`src/hdl/ring_tape_turing_machine_top_defines.svh`:
```
// ----------------------------------------------------------------------------
// Ring tape Turing machine assertion macros
// Shared concurrent assertion forms, clocked on clk, disabled during reset.
// ----------------------------------------------------------------------------
`ifndef RING_TAPE_TURING_MACHINE_TOP_DEFINES_SVH
`define RING_TAPE_TURING_MACHINE_TOP_DEFINES_SVH

// Check a consequence in the same cycle as its condition.
`define RTTM_ASSERT_NOW(label, cond, cons, msg) \
	label: assert property (@(posedge clk) disable iff (!arst_n) (cond) |-> (cons)) \
		else $error(msg);

// Check a consequence in the cycle after its condition.
`define RTTM_ASSERT_NEXT(label, cond, cons, msg) \
	label: assert property (@(posedge clk) disable iff (!arst_n) (cond) |=> (cons)) \
		else $error(msg);

`endif

```
`src/hdl/rttm_ram.sv`:
```
// ----------------------------------------------------------------------------
// Ring tape Turing machine RAM
// Generic single write port, single read port memory with registered read.
// ----------------------------------------------------------------------------
`timescale 1ns / 1ps
`default_nettype none

module rttm_ram #(
	parameter int WIDTH = 8,
	parameter int DEPTH = 32
) (
	input  wire logic                     clk,
	input  wire logic                     we,
	input  wire logic [$clog2(DEPTH)-1:0] waddr,
	input  wire logic [WIDTH-1:0]         wdata,
	input  wire logic [$clog2(DEPTH)-1:0] raddr,
	output logic      [WIDTH-1:0]         rdata
);

	logic [WIDTH-1:0] mem_q [DEPTH];

	always_ff @(posedge clk) begin
		if (we) begin
			mem_q[waddr] <= wdata;
		end
		rdata <= mem_q[raddr];
	end

endmodule

`default_nettype wire

```
`config.mk`:
```
export PLATFORM = sky130hd
export DESIGN_NAME = rttm_ram
export DESIGN_NICKNAME = d
export VERILOG_FILES = /design/src/hdl/ring_tape_turing_machine_top_defines.svh /design/src/hdl/rttm_ram.sv
export SDC_FILE = /design/constraint.sdc
export NUM_CORES = 1
export LEC_CHECK = 0
export BUFFER_PORTS_ARGS = -buffer_cell sky130_fd_sc_hd__buf_2
export CORE_ASPECT_RATIO = 0.5
export CORE_MARGIN = 2
export CORE_UTILIZATION = 50
export DETAILED_ROUTE_END_ITERATION = 10
export PLACE_DENSITY = 0.75
export SLEW_MARGIN = 20
export SYNTH_ARGS = -nofsm -noshare
export SYNTH_HDL_FRONTEND = slang
export SYNTH_SLANG_ARGS = --single-unit
```
`constraint.sdc`:
```
create_clock -name clk -period 4.6 [get_ports clk]
set_clock_uncertainty 0.1 [all_clocks]
set_input_delay 0.69 -clock clk [delete_from_list [all_inputs] [get_ports clk]]
set_output_delay 0.69 -clock clk [all_outputs]
set_load 0.1 [all_outputs]
```
==> results.cfg <==
[route]
routed_wl_mm = 19.9
drt_first_pass_iters = 5
post_drt_via_cell_ratio = 5.97
drtIter0Drc = 479
drc_errors = 0
ant_nets = 0
vias = 4392
wl_per_cell_um = 27.0

[worst_hold_path]
hold_depth = 2
hp-start = raddr[3]
hold_class = in2reg
min_to = rdata[0]

[clock_tree]
htree_levels = 1
cts_tree = yes
cts_setup_buffers = 0
clock_latency_ps = 510
clkSinkCount = 264
root_buffer = clkbuf_16
cts_hold_buf = 0
cts_buffer_depth = 3
postCtsResizedCells = 0
numCtsBuffers = 24
clk_pin_slew_ps = 60

[worst_setup_path]
cp_common_cell = mux4_2
reg2reg_depth = 3
r2r_slack_ps = 2650
cp_slowest_cell = mux4_2
rr_startpoint = mem_q[16][5]
crit_type = in2reg
crit_fanout = 33
r2r-end = rdata[5]
start_kind = primary input
critPathArrivalTime_ps = 2940
required_ps = 4900
slowest_delay_ps = 590
path_cells = buf_4 > buf_12 > mux4_2 > mux4_2 > mux2_2
crit_path_end_kind = register

[grt]
overflow = 0
antenna_found_initial = 0
grt_pass1_vias = 4485
grt_max_degree = 34
grt_first_pass_wirelength_mm = 29.6
track_usage_pct = 19.4

[yosys]
ys_warn_count = 0
synthesis.nets = 437
synth_top_area_cell = edfxtp_1
netlist_area_mm2 = 0.0101
ys_seq_area_share_pct = 78.1
ys_ff_latch = 264
synthCells = 417
synth_cell_type_count = 15
synth.most_common_cell = edfxtp_1
synth_ff_type = edfxtp_1
synth_top_area_share_pct = 76.5
postSynthAreaPerCell_um2 = 24.1
synth_common_cells = 256 x edfxtp_1, 80 x mux4_2, 33 x nor2_1
synth_edf_count = 256
yosys-top-cells-area = edfxtp_1 76%, mux4_2 18%, dfxtp_1 1.6%, nor2_1 1.2%, mux2_2 0.90%
async_flop_share_pct = 0

[cells_and_area]
fin_nets = 473
final_area_mm2 = 0.0112
drive_above_1_share_pct = 32.8
seqCellArea_mm2 = 0.00785
area_delta_synth_final_pct = 11.4
diodes = 0
fin_util_pct = 57.2
nFillCells = 1358
multi_input_area_mm2 = 0.00210

[power]
p_sw_share_pct = 21.1
powerDensity_mw_per_mm2 = 437
comb_power_share_pct = 6.4
p_int_mw = 3.87
power.share.clock_pct = 38.9
ir_drop_uv = 221
p_switching_mw = 1.03
seq_power_share_pct = 54.8
p_leak_nw = 3.46

[sta]
worst_slack_ps = 1960
maxSlewHeadroom_pct = 24.9
maxSlewViolCount = 0
rsz0062_at_grt = false
fmax_ghz = 0.379
post-route-period-util_pct = 57.4
worst_pin_slew_ps = 1120
setup_violations = 0
hold_viol = 0
fin_tns_setup_ps = 0
period_needed_ps = 2640

[place]
routabilityCongestion = 0.759
portBuffers = 27
pre_cts_slack_ps = 1410
place_hpwl_mm = 11.8
placed_cell_area_mm2 = 0.0105

[floorplan]
io_pins = 28
num_rows = 36
die_w_um = 205
die_h_um = 104
die_area_mm2 = 0.0213
core_mm2 = 0.0196
initial_core_util_pct = 51.3

[outcome]
status = finished, final reports clean

[job]
drv_cap = 0
==> cell usage in the layout, fill, tap and decap left out, drive strengths merged <==
master / netlist / routed
nor2: 33 / 33
bufinv: 0 / 1
or3b: 3 / 3
mux4: 80 / 80
nand3b: 5 / 5
nand3: 2 / 2
edfxtp: 256 / 256
or3: 1 / 1
nand2: 1 / 1
mux2: 8 / 8
buf: 14 / 30
dfxtp: 8 / 8
clkinv: 0 / 6
clkbuf: 6 / 36
==> worst max-delay path: cells and delay by family <==
kind | cells | cell delay (ps)
buffers and inverters | 2 | 860
multiplexers | 3 | 1350
==> state kept, by name, indices dropped and copies added, names as in the netlist <==
signal and count:
mem_q 256, rdata 8
==> power groups by stage <==
stage	sequential (mW)	clock, mW	combinational [mW]
after CTS	2.69	1.92	0.315
after detailed placement	2.74	0	0.313
after global placement	2.74	0	0.306
after floorplan	2.81	0	0.143
after global routing	2.69	2.02	0.329
final	2.68	1.90	0.312
==> final cells by class <==
class                      instances  area share, %
clock buffer                      36           6.13
clock inverter                     7          0.536
multi-input combinational        133           18.8
timing repair buffer              30           1.54
tap                              266           2.97
sequential                       264           70.0
==> kinds of logic (layout without fill, tap and decap cells) <==
family                 after synthesis  count (layout)  synth area share (%)
AND/OR/NAND/NOR                     45              45                  2.07
flip-flops                         264             264                  78.1
multiplexers                        88              88                  18.8
buffers and inverters               20              73                  1.06
==> worst max path at each step <==
| stage | startpoint | to | slack, ps | depth (start not counted) |
|---|---|---|---|---|
| floorplan | raddr[2] | rdata[0] | 2010 | 5 |
| CTS | raddr[0] | rdata[2] | 1890 | 5 |
| global route | raddr[0] | rdata[5] | 1830 | 5 |
| global placement | raddr[0] | rdata[2] | 1420 | 5 |
| detailed placement | raddr[0] | rdata[5] | 1410 | 5 |
| finish | raddr[0] | rdata[5] | 1960 | 5 |
==> per-stage QoR <==
stage          total power, mW  hold slack [ps]  instances
2_1_floorplan             2.95              689        417
3_3_place_gp              3.04              774        693
3_5_place_dp              3.05              786        693
4_1_cts                   4.92              558        736
5_1_grt                   5.03              564        736
6_report                  4.90              550        736
==> routing by layer <==
metal | vias to the layer above | global-route usage, % | part of all wire, %
met1 | 2350 | 27.9 | 41
met3 | 27 | 4.07 | 7.3
met2 | 170 | 31.4 | 50
met4 | 0 | 3.93 | 1.7
met5 | - | 0 | 0
li1 | 1845 | - | -
(Power assumes the default switching activity.)
